File: config.mk
export PLATFORM = sky130hd
export DESIGN_NAME = nonlinear_ladder_lowpass_core_flat
export DESIGN_NICKNAME = d
export VERILOG_FILES = /design/src/design/nll_pkg.sv /design/src/design/nll_in_if.sv /design/src/design/nll_out_if.sv /design/src/design/nll_div.sv /design/src/design/nonlinear_ladder_lowpass_core.sv /design/src/flat_wrapper.sv
export SDC_FILE = /design/constraint.sdc
export NUM_CORES = 2
export LEC_CHECK = 0
export ABC_AREA = 1
export BUFFER_PORTS_ARGS = -buffer_cell sky130_fd_sc_hd__buf_4
export CAP_MARGIN = 30
export CORE_MARGIN = 4
export CORE_UTILIZATION = 45
export CTS_BUF_LIST = sky130_fd_sc_hd__clkbuf_16
export CTS_CLUSTER_SIZE = 20
export DETAILED_ROUTE_END_ITERATION = 8
export PLACE_DENSITY_LB_ADDON = 0.1
export SLEW_MARGIN = 20
export SYNTH_ARGS = -nofsm -noshare
export SYNTH_HDL_FRONTEND = slang
export SYNTH_SLANG_ARGS = --single-unit
File: constraint.sdc
create_clock -name i_clk -period 32 [get_ports i_clk]
set_input_delay 6.4 -clock i_clk [delete_from_list [all_inputs] [get_ports i_clk]]
set_output_delay 6.4 -clock i_clk [all_outputs]
set_load 0.005 [all_outputs]
File: src/design/nll_pkg.sv
// package for the nonlinear ladder lowpass: widths, register codes, sequencer states
package nll_pkg;

    localparam int SAMPLE_WIDTH_DEF  = 24;
    localparam int FRACTION_BITS_DEF = 20;
    localparam int CFG_WIDTH         = 18;
    localparam int CFG_INDEX_WIDTH   = 1;
    localparam int COEF_BITS         = 17;
    localparam int FEEDBACK_BITS     = 16;

    localparam logic [CFG_WIDTH-1:0] CUTOFF_RESET    = 18'd17146;
    localparam logic [CFG_WIDTH-1:0] RESONANCE_RESET = 18'd0;

    localparam logic [CFG_INDEX_WIDTH-1:0] REG_CUTOFF    = 1'd0;
    localparam logic [CFG_INDEX_WIDTH-1:0] REG_RESONANCE = 1'd1;

    typedef enum logic [3:0] {
        ST_IDLE,
        ST_FB_MUL,
        ST_FB_ADD,
        ST_SH_CHK,
        ST_SH_SQ,
        ST_SH_NUM,
        ST_SH_DIV,
        ST_SH_WAIT,
        ST_SH_RET,
        ST_ST_MUL,
        ST_ST_ADD,
        ST_FIN
    } t_state;

    typedef enum logic [2:0] {
        SEL_X,
        SEL_Y4,
        SEL_N1,
        SEL_N2,
        SEL_N3
    } t_sel;

endpackage

File: src/design/nll_in_if.sv
// input item channel: sample and clear flag
interface nll_in_if #(
    parameter int SAMPLE_WIDTH = nll_pkg::SAMPLE_WIDTH_DEF
);
    logic                           valid;
    logic                           ready;
    logic signed [SAMPLE_WIDTH-1:0] sample_in;
    logic                           clear_state;

    modport source (output valid, output sample_in, output clear_state, input ready);
    modport sink   (input valid, input sample_in, input clear_state, output ready);
endinterface

File: src/design/nll_out_if.sv
// result item channel: filtered sample
interface nll_out_if #(
    parameter int SAMPLE_WIDTH = nll_pkg::SAMPLE_WIDTH_DEF
);
    logic                           valid;
    logic                           ready;
    logic signed [SAMPLE_WIDTH-1:0] sample_out;

    modport source (output valid, output sample_out, input ready);
    modport sink   (input valid, input sample_out, output ready);
endinterface

File: src/design/nll_div.sv
// iterative restoring divider, one quotient bit per cycle
module nll_div #(
    parameter int DW   = 48,
    parameter int DENW = 27,
    parameter int QB   = 22
) (
    input  logic            i_clk,
    input  logic            i_rst_n,
    input  logic            i_start,
    input  logic [DW-1:0]   i_dividend,
    input  logic [DENW-1:0] i_divisor,
    output logic            o_done,
    output logic [QB-1:0]   o_quot
);
    localparam int CW = $clog2(QB + 1);

    logic [DENW:0]   r_rem;
    logic [QB-1:0]   r_dsh;
    logic [QB-1:0]   r_q;
    logic [DENW-1:0] r_den;
    logic [CW-1:0]   r_cnt;
    logic            r_busy;
    logic            r_done;
    logic [DENW:0]   trial;
    logic            qbit;

    always_comb begin
        trial = {r_rem[DENW-1:0], r_dsh[QB-1]};
        qbit  = (trial >= {1'b0, r_den});
    end

    always_ff @(posedge i_clk) begin
        if (!i_rst_n) begin
            r_busy <= 1'b0;
            r_done <= 1'b0;
            r_cnt  <= '0;
        end else begin
            r_done <= 1'b0;
            if (i_start) begin
                r_busy <= 1'b1;
                r_cnt  <= CW'(QB);
            end else if (r_busy) begin
                r_cnt <= r_cnt - 1'b1;
                if (r_cnt == CW'(1)) begin
                    r_busy <= 1'b0;
                    r_done <= 1'b1;
                end
            end
        end
    end

    always_ff @(posedge i_clk) begin
        if (i_start) begin
            r_rem <= (DENW+1)'(i_dividend >> QB);
            r_dsh <= i_dividend[QB-1:0];
            r_den <= i_divisor;
        end else if (r_busy) begin
            r_rem <= qbit ? (trial - {1'b0, r_den}) : trial;
            r_dsh <= r_dsh << 1;
            r_q   <= {r_q[QB-2:0], qbit};
        end
    end

    assign o_done = r_done;
    assign o_quot = r_q;
endmodule

File: src/design/nonlinear_ladder_lowpass_core.sv
// top level: four-pole nonlinear ladder lowpass on one shared multiplier and divider
// each item takes five tanh shapings, each one bit-serial divide for FRACTION_BITS+2
//   quotient bits; a shaping argument beyond +-3 skips the divide
// clear item: goes from idle straight to the finish state and posts a zero result
// flow: one item at a time, ready only in idle; the finish state waits for a free result register
// reset: synchronous active low, clears stage state, sequencer, result valid and
//   loads register reset values
module nonlinear_ladder_lowpass_core #(
    parameter int SAMPLE_WIDTH  = nll_pkg::SAMPLE_WIDTH_DEF,
    parameter int FRACTION_BITS = nll_pkg::FRACTION_BITS_DEF
) (
    input  logic                                  i_clk,
    input  logic                                  i_rst_n,
    input  logic                                  i_cfg_we,
    input  logic [nll_pkg::CFG_INDEX_WIDTH-1:0]   i_cfg_idx,
    input  logic [nll_pkg::CFG_WIDTH-1:0]         i_cfg_wdata,
    nll_in_if.sink                                i_in,
    nll_out_if.source                             o_out
);
    import nll_pkg::*;

    localparam int W    = SAMPLE_WIDTH;
    localparam int F    = FRACTION_BITS;
    // multiplier operand width: covers samples and the shaping numerator term
    localparam int MW   = (W > F + 8) ? W : F + 8;
    localparam int PW   = 2 * MW;
    // working width for sums before saturation
    localparam int AW   = MW + 4;
    // divider sizing: numerator below 2^(2F+7), denominator below 2^(F+7)
    localparam int DW   = 2 * F + 8;
    localparam int DENW = F + 7;
    localparam int QB   = F + 2;
    localparam int SHMX = (F > COEF_BITS) ? F : COEF_BITS;
    localparam int SHW  = $clog2(SHMX + 1);

    localparam logic signed [AW-1:0] ONE   = AW'(1) << F;
    localparam logic signed [AW-1:0] THREE = AW'(3) << F;
    localparam logic signed [AW-1:0] FOUR  = AW'(4) << F;
    localparam logic signed [AW-1:0] K27   = AW'(27) << F;
    localparam logic signed [AW-1:0] SMAX  = (AW'(1) << (W - 1)) - AW'(1);
    localparam logic signed [AW-1:0] SMIN  = ~SMAX;

    function automatic logic signed [W-1:0] sat_w(input logic signed [AW-1:0] v);
        logic signed [AW-1:0] t;
        t = v;
        if (t > SMAX) t = SMAX;
        if (t < SMIN) t = SMIN;
        return t[W-1:0];
    endfunction

    function automatic logic signed [W-1:0] clamp4(input logic signed [AW-1:0] v);
        logic signed [AW-1:0] t;
        t = v;
        if (t > FOUR) t = FOUR;
        if (t < -FOUR) t = -FOUR;
        return sat_w(t);
    endfunction

    // configuration registers
    logic [CFG_WIDTH-1:0] r_cut;
    logic [CFG_WIDTH-1:0] r_res;

    always_ff @(posedge i_clk) begin
        if (!i_rst_n) begin
            r_cut <= CUTOFF_RESET;
            r_res <= RESONANCE_RESET;
        end else if (i_cfg_we) begin
            unique case (i_cfg_idx)
                REG_CUTOFF:    r_cut <= i_cfg_wdata;
                REG_RESONANCE: r_res <= i_cfg_wdata;
                default: ;
            endcase
        end
    end

    // sequencer and datapath registers
    t_state                r_state, n_state;
    t_sel                  r_sel;
    logic [1:0]            r_k;
    logic signed [W-1:0]   r_y [4];      // stage values
    logic signed [AW-1:0]  r_t [3];      // shaped stage results
    logic signed [W-1:0]   r_n [4];      // unclamped stage results
    logic signed [AW-1:0]  r_tx;         // shaped feedback-reduced input
    logic signed [AW-1:0]  r_ty4;        // shaped fourth stage
    logic signed [W-1:0]   r_smp;
    logic signed [AW-1:0]  r_v;          // shaper argument
    logic signed [AW-1:0]  r_sq;
    logic [DENW-1:0]       r_den;
    logic                  r_neg;
    logic signed [AW-1:0]  r_s;          // shaper result
    logic signed [PW-1:0]  r_p;          // product register
    logic signed [W-1:0]   r_out;
    logic                  r_ov;

    // shared multiplier operands
    logic signed [MW-1:0]  ma, mb;
    logic signed [AW-1:0]  diff_a, diff_b, diff;

    // rounding of the product, ties away from zero
    logic [SHW-1:0]        sh;
    logic                  p_neg;
    logic [PW-1:0]         p_mag, p_sum, p_rmag;
    logic signed [PW-1:0]  p_rnd;
    logic signed [AW-1:0]  rnd_aw;

    // divider hookup
    logic                  div_start, div_done;
    logic [DW-1:0]         div_dividend;
    logic [QB-1:0]         div_quot;

    logic accept, out_take, fin_go;

    assign accept   = i_in.valid && i_in.ready;
    assign out_take = r_ov && o_out.ready;
    assign fin_go   = !r_ov || o_out.ready;

    always_comb begin
        case (r_k)
            2'd0:    diff_a = r_tx;
            2'd1:    diff_a = r_t[0];
            2'd2:    diff_a = r_t[1];
            default: diff_a = r_t[2];
        endcase
        case (r_k)
            2'd0:    diff_b = r_t[0];
            2'd1:    diff_b = r_t[1];
            2'd2:    diff_b = r_t[2];
            default: diff_b = r_ty4;
        endcase
        diff = diff_a - diff_b;
    end

    always_comb begin
        ma = '0;
        mb = '0;
        case (r_state)
            ST_FB_MUL: begin
                ma = MW'($signed({1'b0, r_res}));
                mb = MW'(r_y[3]);
            end
            ST_SH_CHK: begin
                ma = r_v[MW-1:0];
                mb = r_v[MW-1:0];
            end
            ST_SH_NUM: begin
                ma = r_v[MW-1:0];
                mb = MW'(K27 + r_sq);
            end
            ST_ST_MUL: begin
                ma = MW'($signed({1'b0, r_cut}));
                mb = diff[MW-1:0];
            end
            default: ;
        endcase
    end

    always_comb begin
        case (r_state)
            ST_FB_ADD: sh = SHW'(FEEDBACK_BITS);
            ST_ST_ADD: sh = SHW'(COEF_BITS);
            default:   sh = SHW'(F);
        endcase
        p_neg  = r_p[PW-1];
        p_mag  = p_neg ? PW'(-r_p) : PW'(r_p);
        p_sum  = p_mag + (PW'(1) << (sh - SHW'(1)));
        p_rmag = p_sum >> sh;
        p_rnd  = p_neg ? -$signed(p_rmag) : $signed(p_rmag);
        rnd_aw = p_rnd[AW-1:0];
    end

    assign div_start    = (r_state == ST_SH_DIV);
    assign div_dividend = p_mag[DW-1:0] + DW'(r_den >> 1);

    nll_div #(
        .DW   (DW),
        .DENW (DENW),
        .QB   (QB)
    ) u_div (
        .i_clk      (i_clk),
        .i_rst_n    (i_rst_n),
        .i_start    (div_start),
        .i_dividend (div_dividend),
        .i_divisor  (r_den),
        .o_done     (div_done),
        .o_quot     (div_quot)
    );

    // next state
    always_comb begin
        n_state = r_state;
        unique case (r_state)
            ST_IDLE: begin
                if (accept) n_state = i_in.clear_state ? ST_FIN : ST_FB_MUL;
            end
            ST_FB_MUL:  n_state = ST_FB_ADD;
            ST_FB_ADD:  n_state = ST_SH_CHK;
            ST_SH_CHK: begin
                // outside +-3 the shape is a constant
                if (r_v > THREE || r_v < -THREE) n_state = ST_SH_RET;
                else n_state = ST_SH_SQ;
            end
            ST_SH_SQ:   n_state = ST_SH_NUM;
            ST_SH_NUM:  n_state = ST_SH_DIV;
            ST_SH_DIV:  n_state = ST_SH_WAIT;
            ST_SH_WAIT: begin
                if (div_done) n_state = ST_SH_RET;
            end
            ST_SH_RET: begin
                unique case (r_sel)
                    SEL_Y4:  n_state = ST_ST_MUL;
                    SEL_N3:  n_state = ST_FIN;
                    default: n_state = ST_SH_CHK;
                endcase
            end
            ST_ST_MUL:  n_state = ST_ST_ADD;
            ST_ST_ADD:  n_state = (r_k == 2'd3) ? ST_SH_CHK : ST_ST_MUL;
            ST_FIN: begin
                if (fin_go) n_state = ST_IDLE;
            end
            default:    n_state = ST_IDLE;
        endcase
    end

    assign i_in.ready = (r_state == ST_IDLE);

    always_ff @(posedge i_clk) begin
        if (!i_rst_n) r_state <= ST_IDLE;
        else          r_state <= n_state;
    end

    // stage state, cleared by reset and by a clear item
    always_ff @(posedge i_clk) begin
        if (!i_rst_n) begin
            for (int i = 0; i < 4; i++) begin
                r_y[i] <= '0;
                r_n[i] <= '0;
            end
            for (int i = 0; i < 3; i++) r_t[i] <= '0;
            r_ov <= 1'b0;
        end else begin
            // a new result may be posted in the cycle the old one is taken
            if (r_state == ST_FIN && fin_go) r_ov <= 1'b1;
            else if (out_take)               r_ov <= 1'b0;
            case (r_state)
                ST_IDLE: begin
                    if (accept && i_in.clear_state) begin
                        for (int i = 0; i < 4; i++) begin
                            r_y[i] <= '0;
                            r_n[i] <= '0;
                        end
                        for (int i = 0; i < 3; i++) r_t[i] <= '0;
                    end
                end
                ST_SH_RET: begin
                    case (r_sel)
                        SEL_N1:  r_t[0] <= r_s;
                        SEL_N2:  r_t[1] <= r_s;
                        SEL_N3:  r_t[2] <= r_s;
                        default: ;
                    endcase
                end
                ST_ST_ADD: r_n[r_k] <= sat_w(AW'(r_y[r_k]) + rnd_aw);
                ST_FIN: begin
                    if (fin_go) begin
                        for (int i = 0; i < 4; i++) r_y[i] <= clamp4(AW'(r_n[i]));
                    end
                end
                default: ;
            endcase
        end
    end

    // working registers, no reset needed
    always_ff @(posedge i_clk) begin
        case (r_state)
            ST_IDLE: begin
                r_smp <= i_in.sample_in;
                r_k   <= 2'd0;
            end
            ST_FB_MUL: r_p <= ma * mb;
            ST_FB_ADD: begin
                r_v   <= AW'(sat_w(AW'(r_smp) - rnd_aw));
                r_sel <= SEL_X;
            end
            ST_SH_CHK: begin
                r_p <= ma * mb;
                if (r_v > THREE)       r_s <= ONE;
                else if (r_v < -THREE) r_s <= -ONE;
            end
            ST_SH_SQ:  r_sq <= rnd_aw;
            ST_SH_NUM: begin
                r_p   <= ma * mb;
                r_den <= DENW'(K27 + AW'(9) * r_sq);
            end
            ST_SH_DIV: r_neg <= p_neg;
            ST_SH_WAIT: begin
                if (div_done) r_s <= r_neg ? -AW'(div_quot) : AW'(div_quot);
            end
            ST_SH_RET: begin
                case (r_sel)
                    SEL_X: begin
                        r_tx  <= r_s;
                        r_v   <= AW'(r_y[3]);
                        r_sel <= SEL_Y4;
                    end
                    SEL_Y4: r_ty4 <= r_s;
                    SEL_N1: begin
                        r_v   <= AW'(r_n[1]);
                        r_sel <= SEL_N2;
                    end
                    SEL_N2: begin
                        r_v   <= AW'(r_n[2]);
                        r_sel <= SEL_N3;
                    end
                    default: ;
                endcase
            end
            ST_ST_MUL: r_p <= ma * mb;
            ST_ST_ADD: begin
                r_k <= r_k + 2'd1;
                if (r_k == 2'd3) begin
                    // first unclamped stage was written on an earlier step
                    r_v   <= AW'(r_n[0]);
                    r_sel <= SEL_N1;
                end
            end
            ST_FIN: begin
                if (fin_go) r_out <= clamp4(AW'(r_n[3]));
            end
            default: ;
        endcase
    end

    assign o_out.valid      = r_ov;
    assign o_out.sample_out = r_out;

    // a divide result is only ever awaited in the wait state
    a_div_done_wait: assert property (@(posedge i_clk) disable iff (!i_rst_n)
        div_done |-> (r_state == ST_SH_WAIT))
        else $error("divider finished outside wait state");

    // an accepted item always leaves idle
    a_accept_busy: assert property (@(posedge i_clk) disable iff (!i_rst_n)
        accept |=> (r_state != ST_IDLE))
        else $error("sequencer stayed idle after accepting an item");

    // finishing loads the result register
    a_fin_loads: assert property (@(posedge i_clk) disable iff (!i_rst_n)
        (r_state == ST_FIN && fin_go) |=> (r_ov && r_state == ST_IDLE))
        else $error("result not posted on finish");

    // the divider is never restarted while a result is pending in the shaper
    a_start_once: assert property (@(posedge i_clk) disable iff (!i_rst_n)
        div_start |=> (r_state == ST_SH_WAIT && !div_start))
        else $error("divider started twice");
endmodule

File: src/flat_wrapper.sv
// flat-port wrapper written by rule: the top's interface ports become plain ports
module nonlinear_ladder_lowpass_core_flat import nll_pkg::*;
#(
    parameter int SAMPLE_WIDTH  = nll_pkg::SAMPLE_WIDTH_DEF,
    parameter int FRACTION_BITS = nll_pkg::FRACTION_BITS_DEF
)
  (i_clk, i_rst_n, i_cfg_we, i_cfg_idx, i_cfg_wdata, i_in_valid, i_in_sample_in, i_in_clear_state, i_in_ready, o_out_valid, o_out_sample_out, o_out_ready);
  nll_in_if #(.SAMPLE_WIDTH(SAMPLE_WIDTH)) i_in_i ();
  nll_out_if #(.SAMPLE_WIDTH(SAMPLE_WIDTH)) o_out_i ();
  input  logic i_clk;
  input  logic i_rst_n;
  input  logic i_cfg_we;
  input  logic [nll_pkg::CFG_INDEX_WIDTH-1:0] i_cfg_idx;
  input  logic [nll_pkg::CFG_WIDTH-1:0] i_cfg_wdata;
  input wire logic [$bits(i_in_i.valid)-1:0] i_in_valid;
  input wire logic [$bits(i_in_i.sample_in)-1:0] i_in_sample_in;
  input wire logic [$bits(i_in_i.clear_state)-1:0] i_in_clear_state;
  output wire logic [$bits(i_in_i.ready)-1:0] i_in_ready;
  output wire logic [$bits(o_out_i.valid)-1:0] o_out_valid;
  output wire logic [$bits(o_out_i.sample_out)-1:0] o_out_sample_out;
  input wire logic [$bits(o_out_i.ready)-1:0] o_out_ready;
  assign i_in_i.valid = i_in_valid;
  assign i_in_i.sample_in = i_in_sample_in;
  assign i_in_i.clear_state = i_in_clear_state;
  assign i_in_ready = i_in_i.ready;
  assign o_out_valid = o_out_i.valid;
  assign o_out_sample_out = o_out_i.sample_out;
  assign o_out_i.ready = o_out_ready;
  nonlinear_ladder_lowpass_core #(.SAMPLE_WIDTH(SAMPLE_WIDTH), .FRACTION_BITS(FRACTION_BITS)) u_core (.i_clk(i_clk), .i_rst_n(i_rst_n), .i_cfg_we(i_cfg_we), .i_cfg_idx(i_cfg_idx), .i_cfg_wdata(i_cfg_wdata), .i_in(i_in_i), .o_out(o_out_i));
endmodule
Yosys cells after proc, flatten, opt, wreduce, memory -nomap -nowiden
Memories as Yosys holds them, arrays and structs flattened. A register that Yosys moved wholly into a read port is not among the register bits.
Cells that the tools add are included.
{"block": "totals", "memories": 3, "mem_bits_rw": 288, "elab_cells": 313, "reg_bits": 435, "output_inout_bits": 26, "input_bits": 49}
{"memory": "u_core.r_n", "depth": 4, "width": 24, "rd": 4, "rd_clocked_by_memory_dff": 0, "wr": 4, "line": "nonlinear_ladder_lowpass_core.sv:82", "source": "logic signed [W-1:0] r_n [4];"}
{"memory": "u_core.r_t", "depth": 3, "width": 32, "rd": 3, "rd_clocked_by_memory_dff": 0, "wr": 3, "line": "nonlinear_ladder_lowpass_core.sv:81", "source": "logic signed [AW-1:0] r_t [3];"}
{"memory": "u_core.r_y", "depth": 4, "width": 24, "rd": 2, "rd_clocked_by_memory_dff": 1, "wr": 4, "line": "nonlinear_ladder_lowpass_core.sv:80", "source": "logic signed [W-1:0] r_y [4];"}
{"block": "op_classes", "n_lt_le_gt_ge": 26, "n_addsub": 14, "n_reduce_logical": 29, "n_mux": 165, "n_eq_ne": 25, "n_bitwise": 22, "shifts": 2, "n_mul": 2}
{"op": "$mux 32", "count": 71}
{"op": "$mux 24", "count": 33}
{"op": "$pmux 28 s3", "count": 3}
{"op": "$gt 32x24->1 const B", "count": 7}
{"op": "$lt 32x24->1 const B", "count": 7}
{"op": "$lt 32x23->1 const B", "count": 6}
{"op": "$pmux 32 s3", "count": 2}
{"op": "$pmux 28 s4", "count": 1}
{"op": "$gt 24x24->1 const B", "count": 4}
{"op": "$pmux 32 s2", "count": 1}
{"op": "$add 56x56->56", "count": 1}
{"op": "$mul 28x28->56", "count": 1}
{"op": "$mux 56", "count": 1}
{"op": "$neg 56->56", "count": 1}
{"op": "$shl 1x5->56 const A", "count": 1}
{"op": "$shr 56x5->32", "count": 1}
{"op": "$mux 26", "count": 2}
{"op": "$add 48x26->48", "count": 1}
{"op": "$pmux 4 s12", "count": 1}
{"op": "$mux 22", "count": 2}
{"op": "$add 24x32->32", "count": 1}
{"op": "$gt 32x23->1 const B", "count": 1}
{"op": "$mul 5x32->27 const A", "count": 1}
{"op": "$neg 22->32", "count": 1}
{"op": "49 further kinds", "count": 134}

Logic depth before layout (Yosys ltp)
An unclocked memory read counts as a cell.
{"block": "depth", "word_depth": 22, "ltp_mapped": 69, "ltp_nobuf": 67}

Hierarchy
From an unflattened synthesis, not the netlist that was laid out.
{"block": "unflattened", "hier_cells": 8149, "hier_area_um2": 69355.3}
{"mod": "nonlinear_ladder_lowpass_core", "cells_per_inst": 7310, "instances": 1, "seq_area_each_um2": 17016.3, "area_per_inst_um2": 62836.5}
{"mod": "nll_div", "cells_per_inst": 839, "instances": 1, "seq_area_each_um2": 3072.9, "area_per_inst_um2": 6518.8}

Least setup slack after synthesis
No wires, ideal clock.
{"block": "synth_timing", "kind": "register to register", "startpoint": "register u_core.r_k[0]", "endpoint": "register u_core.r_p[55], data pin", "path_buffers": 3, "setup_ps": 266, "required_ps": 31734, "synth_period_minus_slack_ps": 11352, "setup_slack_ps": 20648, "stages_incl_launch_ff": 65, "arrival_ps": 11086, "path_cell_list": "edfxtp_1 > ha_1 > inv_1 > clkbuf_1 > clkbuf_1 > o21ai_0 > a221oi_1 > a21oi_1 > ha_1 > nand3_1 > and2_1 > o21ai_1 > inv_1 > o21ai_1 > inv_1 > o21ai_1 > inv_1 > o21ai_1 > [29 not listed] > ha_1 > ha_1 > a21oi_1 > o21ai_0 > a21oi_1 > o21ai_0 > nand3_1 > nand2_1 > nand2_1 > nand2_1 > nand2_1 > nand2_1 > a21oi_1 > o21ai_0 > nand2_1 > and3_1 > o221ai_1 > xor2_1"}
{"block": "synth_via", "elab_chain_cells": 5, "word_cells_on_any_way": 8, "cone_classes": "add/sub (1); mul (1); eq/ne (2); mux (3); reduce/logical (1)"}
{"element": "from (decl)", "line": "nonlinear_ladder_lowpass_core.sv:79", "source": "logic [1:0] r_k;"}
{"element": "from (signal assigned)", "line": "nonlinear_ladder_lowpass_core.sv:320", "source": "r_k <= r_k + 2'd1;"}
{"element": "$eq 2x2->1, or another cell as far along", "line": "nonlinear_ladder_lowpass_core.sv:118, nonlinear_ladder_lowpass_core.sv:124"}
{"element": "$pmux 28 s3 (on tied branches)", "line": "nonlinear_ladder_lowpass_core.sv:118, nonlinear_ladder_lowpass_core.sv:124"}
{"element": "$sub 28x28->28 (*)", "line": "nonlinear_ladder_lowpass_core.sv:130", "source": "diff = diff_a - diff_b;"}
{"element": "$pmux 28 s4 (*)", "line": "nonlinear_ladder_lowpass_core.sv:136", "source": "case (r_state)"}
{"element": "$mul 28x28->56 (*)"}
{"element": "to (signal assigned)", "line": "nonlinear_ladder_lowpass_core.sv:280", "source": "ST_FB_MUL: r_p <= ma * mb;"}
{"element": "to (signal assigned)", "line": "nonlinear_ladder_lowpass_core.sv:286", "source": "r_p <= ma * mb;"}
{"element": "to (signal assigned)", "line": "nonlinear_ladder_lowpass_core.sv:292", "source": "r_p <= ma * mb;"}
{"element": "to (decl)", "line": "nonlinear_ladder_lowpass_core.sv:91", "source": "logic signed [PW-1:0] r_p;"}
Mark *: on every way between the ends. The rest lies on a longest branch, timed or not.
A chain may end at the register's enable or synchronous reset.

Worst setup path after layout
Same ends and word-level chain as after synthesis.

==> run summary <==
The flow ran to the end, and the final reports show no timing, DRC or antenna violations. The final layout net count is 9142, and the antenna diode instance count is 0. Yosys mapped a number of flops with a built-in enable equal to 619. The run gives 3 as the maximum level of the CTS H-tree. Net switching is 57.1% of the power. The number of iterations in the first detailed-routing pass was 6; the residual overflow from global routing was 0.

The number of vias in the routed layout is 55000, and the initial antenna violation count is 5. The maximum root-to-sink buffer count is 3. The logs give 74000 um^2 for the final cell area excluding filler cells and 29.0% for the aggregate global-route resource usage. Half-perimeter wire length after detailed placement: 185000 um. Setup repair after global routing left no endpoint under its margin. TritonCTS built the clock tree.

Setup violations remaining at the end of the flow were counted as 0. For this run, the top clock speed supported by timing is 0.0731 GHz. Summing the sequential cell areas from Yosys gives 29.5% of the chip area. The share of flip-flops with an asynchronous set or reset is 0%. In this run the remaining antenna-violating nets after routing total 0.

After floorplanning, the core was divided into 142 placement rows. The placed standard-cell area is 71400 um^2. The worst setup path is of the flop to flop kind.

Number of buffers inserted to repair setup after CTS: 0. After synthesis the netlist holds a flip-flop and latch count of 694. The number of hold violations in the final report is 0, and the share of the clock period used by the worst path after layout is 42.7%.

The number of max-slew violations in the final report was 0. The wire length of the first global-routing pass is 342000 um, and the clock-pin slew on the worst setup and hold paths is 0.06 ns. Along the worst path, the maximum fanout reaches 31. Final weighted congestion in routability-driven placement: 0.971.

Data arrives at the worst endpoint at 14.07 ns. Share of power burned in registers: 17.2%. The run gives 98200 um as the met2 routed wirelength. The uppermost signal routing layer after detailed routing was met5.

The cell sitting at the root of the clock tree is a sky130_fd_sc_hd__clkbuf_16. Summed over all failing endpoints, the final setup total negative slack is 0 ns. The proportion of power drawn by the clock network is 10.7%, and the clock period minus worst slack is 13.68 ns. The number of placed instances, taps included, is 9868. The core area was 150000 um^2. The delay of the slowest cell on the worst path is 0.55 ns, and the data required time at the worst endpoint is 32.39 ns. The die covers 158000 um^2. The DRC violation total after the first TritonRoute iteration was 5528; the worst max-slew margin expressed relative to the limit was 30.2%.

Gates resized during post-CTS repair numbered 0. Dividing the detail-routed via count by the number of cells gives 5.49. The storage element area was 20100 um^2. The cell internal power dissipation was 3.54 mW. Among all stages on the critical path, the largest delay is contributed by sky130_fd_sc_hd__fa_1. The post-route met1 wirelength is 101000 um. In this run, CTS created clock tree buffers numbering 76. The fraction of layout instances using a drive strength above 1 is 8.17%, and the signed area change from the synthesized netlist to the final layout is 8.62%. The setup skew after layout came out at 0.0276 ns. Most repeated library cell on the critical path: sky130_fd_sc_hd__nand2_1. After detailed routing, the number of remaining DRC violations is 0. Sort of element at the end of the critical path: a flop.

The synthesized area divided by synthesized cell count was 8.63 um^2; the transition at the pin with the smallest max-transition slack was 1.04 ns. The sink count of the clock tree is 694. Sorting the synthesized cells by area gives the leading types as sky130_fd_sc_hd__edfxtp_1 (27%), sky130_fd_sc_hd__fa_1 (22%), sky130_fd_sc_hd__nand2_1 (8.1%). The fraction of post-synthesis cell area in the top cell type by area is 27.3%, and the number of buffers added on ports is 74. After detailed routing, the met3 layer carries 18600 um of wire. The later pin in the worst-skew pair is clocked with a latency of 0.66 ns.

The logs give 4.71 mW for the switching power summed over all nets and 45.4% for the initial core utilization. Netlist area before placement: 68100 um^2. For this run, the number of Yosys warnings is 0. Total of max-cap violations: 0. The vertical die dimension is 397 um.

Among all flip-flop cells after synthesis, the most frequent one is sky130_fd_sc_hd__edfxtp_1. The total area of multi-input combinational cells was 41500 um^2. From left edge to right edge, the die measures 397 um. Biggest area consumer among synthesized cells: sky130_fd_sc_hd__edfxtp_1. The number of distinct library cell variants in the gate-level netlist after synthesis came out at 71.

The share of the core filled with cells in the final layout is 49.3%, and the number of inserted filler cells in the final layout is 14500. Pin count of the biggest net entering global routing: 84. The number of top-level design ports is 75.

STA classifies the critical path startpoint as a flop. After detailed routing, the total wire length is 228000 um. The analysis attributes to cell leakage a power of 35.0 nW. Across the VDD grid, the largest voltage drop is 0.198 mV. Of the total power, combinational logic draws 72.1%. The ratio of total power to cell area works out to 111 nW/um^2. In the final routed layout, each cell accounts on average for 22.8 um. The post-cts hold buffer count is 0.

The tightest min-delay check is of the flop to flop type. Counting every instance in the synthesized netlist gives 7893. The logs give 10000 for the count of non-filler cells in the finished layout and 53200 for the number of global-route vias before repair.
## power by group through the flow
stage	Combinational (mW)	Clock, mW	Sequential [mW]
2_1_floorplan	4.17	0	1.34
3_3_place_gp	5.82	0	1.43
3_5_place_dp	5.83	0	1.43
4_1_cts	5.88	0.896	1.41
5_1_grt	6.56	0.933	1.42
6_report	5.95	0.883	1.42
## critical path: cells and delay by family (launching register included)
family / cells / cell delay, ns
adders and majority gates: 11 / 4.68
AOI/OAI and AO/OA: 18 / 3.62
and+or+nand+nor: 22 / 2.52
buffers and inverters: 11 / 1.91
DFF: 1 / 0.44
xor gates and xnor gates: 1 / 0.17
## flip-flops by register name, summed over array words and instances, names as in the netlist, 28 cells and up, named ones only
| signal | count |
|---|---|
| u_core.r_n | 96 |
| u_core.r_p | 53 |
| u_core.r_s | 28 |
| u_core.r_sq | 28 |
| u_core.r_t | 84 |
| u_core.r_tx | 28 |
| u_core.r_ty4 | 28 |
| u_core.r_y | 96 |
## metrics by stage
| stage | total power [mW] | hold slack, ns | worst slack, ns |
|---|---|---|---|
| global placement | 7.25 | 0.440 | 18.68 |
| detailed placement | 7.26 | 0.444 | 18.61 |
| floorplan | 5.51 | 0.400 | 20.65 |
| finish | 8.24 | 0.454 | 18.32 |
| CTS | 8.18 | 0.453 | 18.56 |
| global route | 8.91 | 0.473 | 17.28 |
## path summary, 6_finish.rpt
check / start / to / slack (ns) / cells after the start
setup / recovery: u_core.r_k[0]$_DFFE_PN_ / u_core.r_p[55]$_DFFE_PP_ / 18.32 / 63
hold / removal: u_core.r_res[1]$_SDFFE_PN0P_ / u_core.r_res[1]$_SDFFE_PN0P_ / 0.45 / 2
setup reg to reg: u_core.r_k[0]$_DFFE_PN_ / u_core.r_p[55]$_DFFE_PP_ / 18.32 / 63
hold reg to reg: u_core.r_res[1]$_SDFFE_PN0P_ / u_core.r_res[1]$_SDFFE_PN0P_ / 0.45 / 2
## final cells by class
| class | count | share of cell area, % |
|---|---|---|
| clock inverter | 62 | 0.716 |
| multi-input combinational | 5461 | 56.1 |
| sequential | 694 | 27.2 |
| tap | 2016 | 3.41 |
| timing repair buffer | 215 | 2.49 |
| inverter | 1487 | 7.55 |
| clock buffer | 76 | 2.57 |
## Yosys cell counts, types with 90 or more instances
cell type,n
sky130_fd_sc_hd__nand2_1,1463
sky130_fd_sc_hd__inv_1,1426
sky130_fd_sc_hd__fa_1,749
sky130_fd_sc_hd__nor2_1,686
sky130_fd_sc_hd__edfxtp_1,619
sky130_fd_sc_hd__a21oi_1,456
sky130_fd_sc_hd__ha_1,409
sky130_fd_sc_hd__o21ai_0,349
sky130_fd_sc_hd__nand3_1,338
sky130_fd_sc_hd__clkbuf_1,220
sky130_fd_sc_hd__xor2_1,138
sky130_fd_sc_hd__nor2_2,105
sky130_fd_sc_hd__nor3_1,90
## routing by layer
metal,vias up,global-route usage [%]
met5,-,0
met4,2,10.4
met3,383,4.62
met2,2189,43.0
met1,27000,42.9
li1,25300,-
## cells in the final DEF (no fill, tap or decap), types with 31 or more instances in the layout
cell and count:
sky130_fd_sc_hd__nor4_1 48, sky130_fd_sc_hd__xnor2_1 88, sky130_fd_sc_hd__nand2_1 1463, sky130_fd_sc_hd__inv_1 1434, sky130_fd_sc_hd__xor2_1 138, sky130_fd_sc_hd__inv_2 41
sky130_fd_sc_hd__nand3_1 337, sky130_fd_sc_hd__nor2_1 674, sky130_fd_sc_hd__o22ai_1 88, sky130_fd_sc_hd__a21oi_1 454, sky130_fd_sc_hd__o21ai_0 348, sky130_fd_sc_hd__edfxtp_1 619
sky130_fd_sc_hd__nand2_2 46, sky130_fd_sc_hd__dfxtp_1 75, sky130_fd_sc_hd__buf_4 194, sky130_fd_sc_hd__nand4_1 54, sky130_fd_sc_hd__fa_1 749, sky130_fd_sc_hd__a221oi_1 45
sky130_fd_sc_hd__nor2_2 113, sky130_fd_sc_hd__ha_1 409, sky130_fd_sc_hd__clkbuf_16 76, sky130_fd_sc_hd__nor3_1 87, sky130_fd_sc_hd__nand2_4 31, sky130_fd_sc_hd__clkinv_1 33
## cells by family after synthesis
group | Yosys count | share of synthesized area, %
AND/OR/NAND/NOR | 2953 | 19.0
flip-flops | 694 | 29.5
other | 1 | 0.00551
buffers and inverters | 1749 | 9.77
XOR/XNOR | 231 | 3.06
AO/OA/AOI/OAI | 1107 | 9.15
adder cells (fa/ha/maj) | 1158 | 29.5
Note: power is estimated with default switching activity, not from simulation.
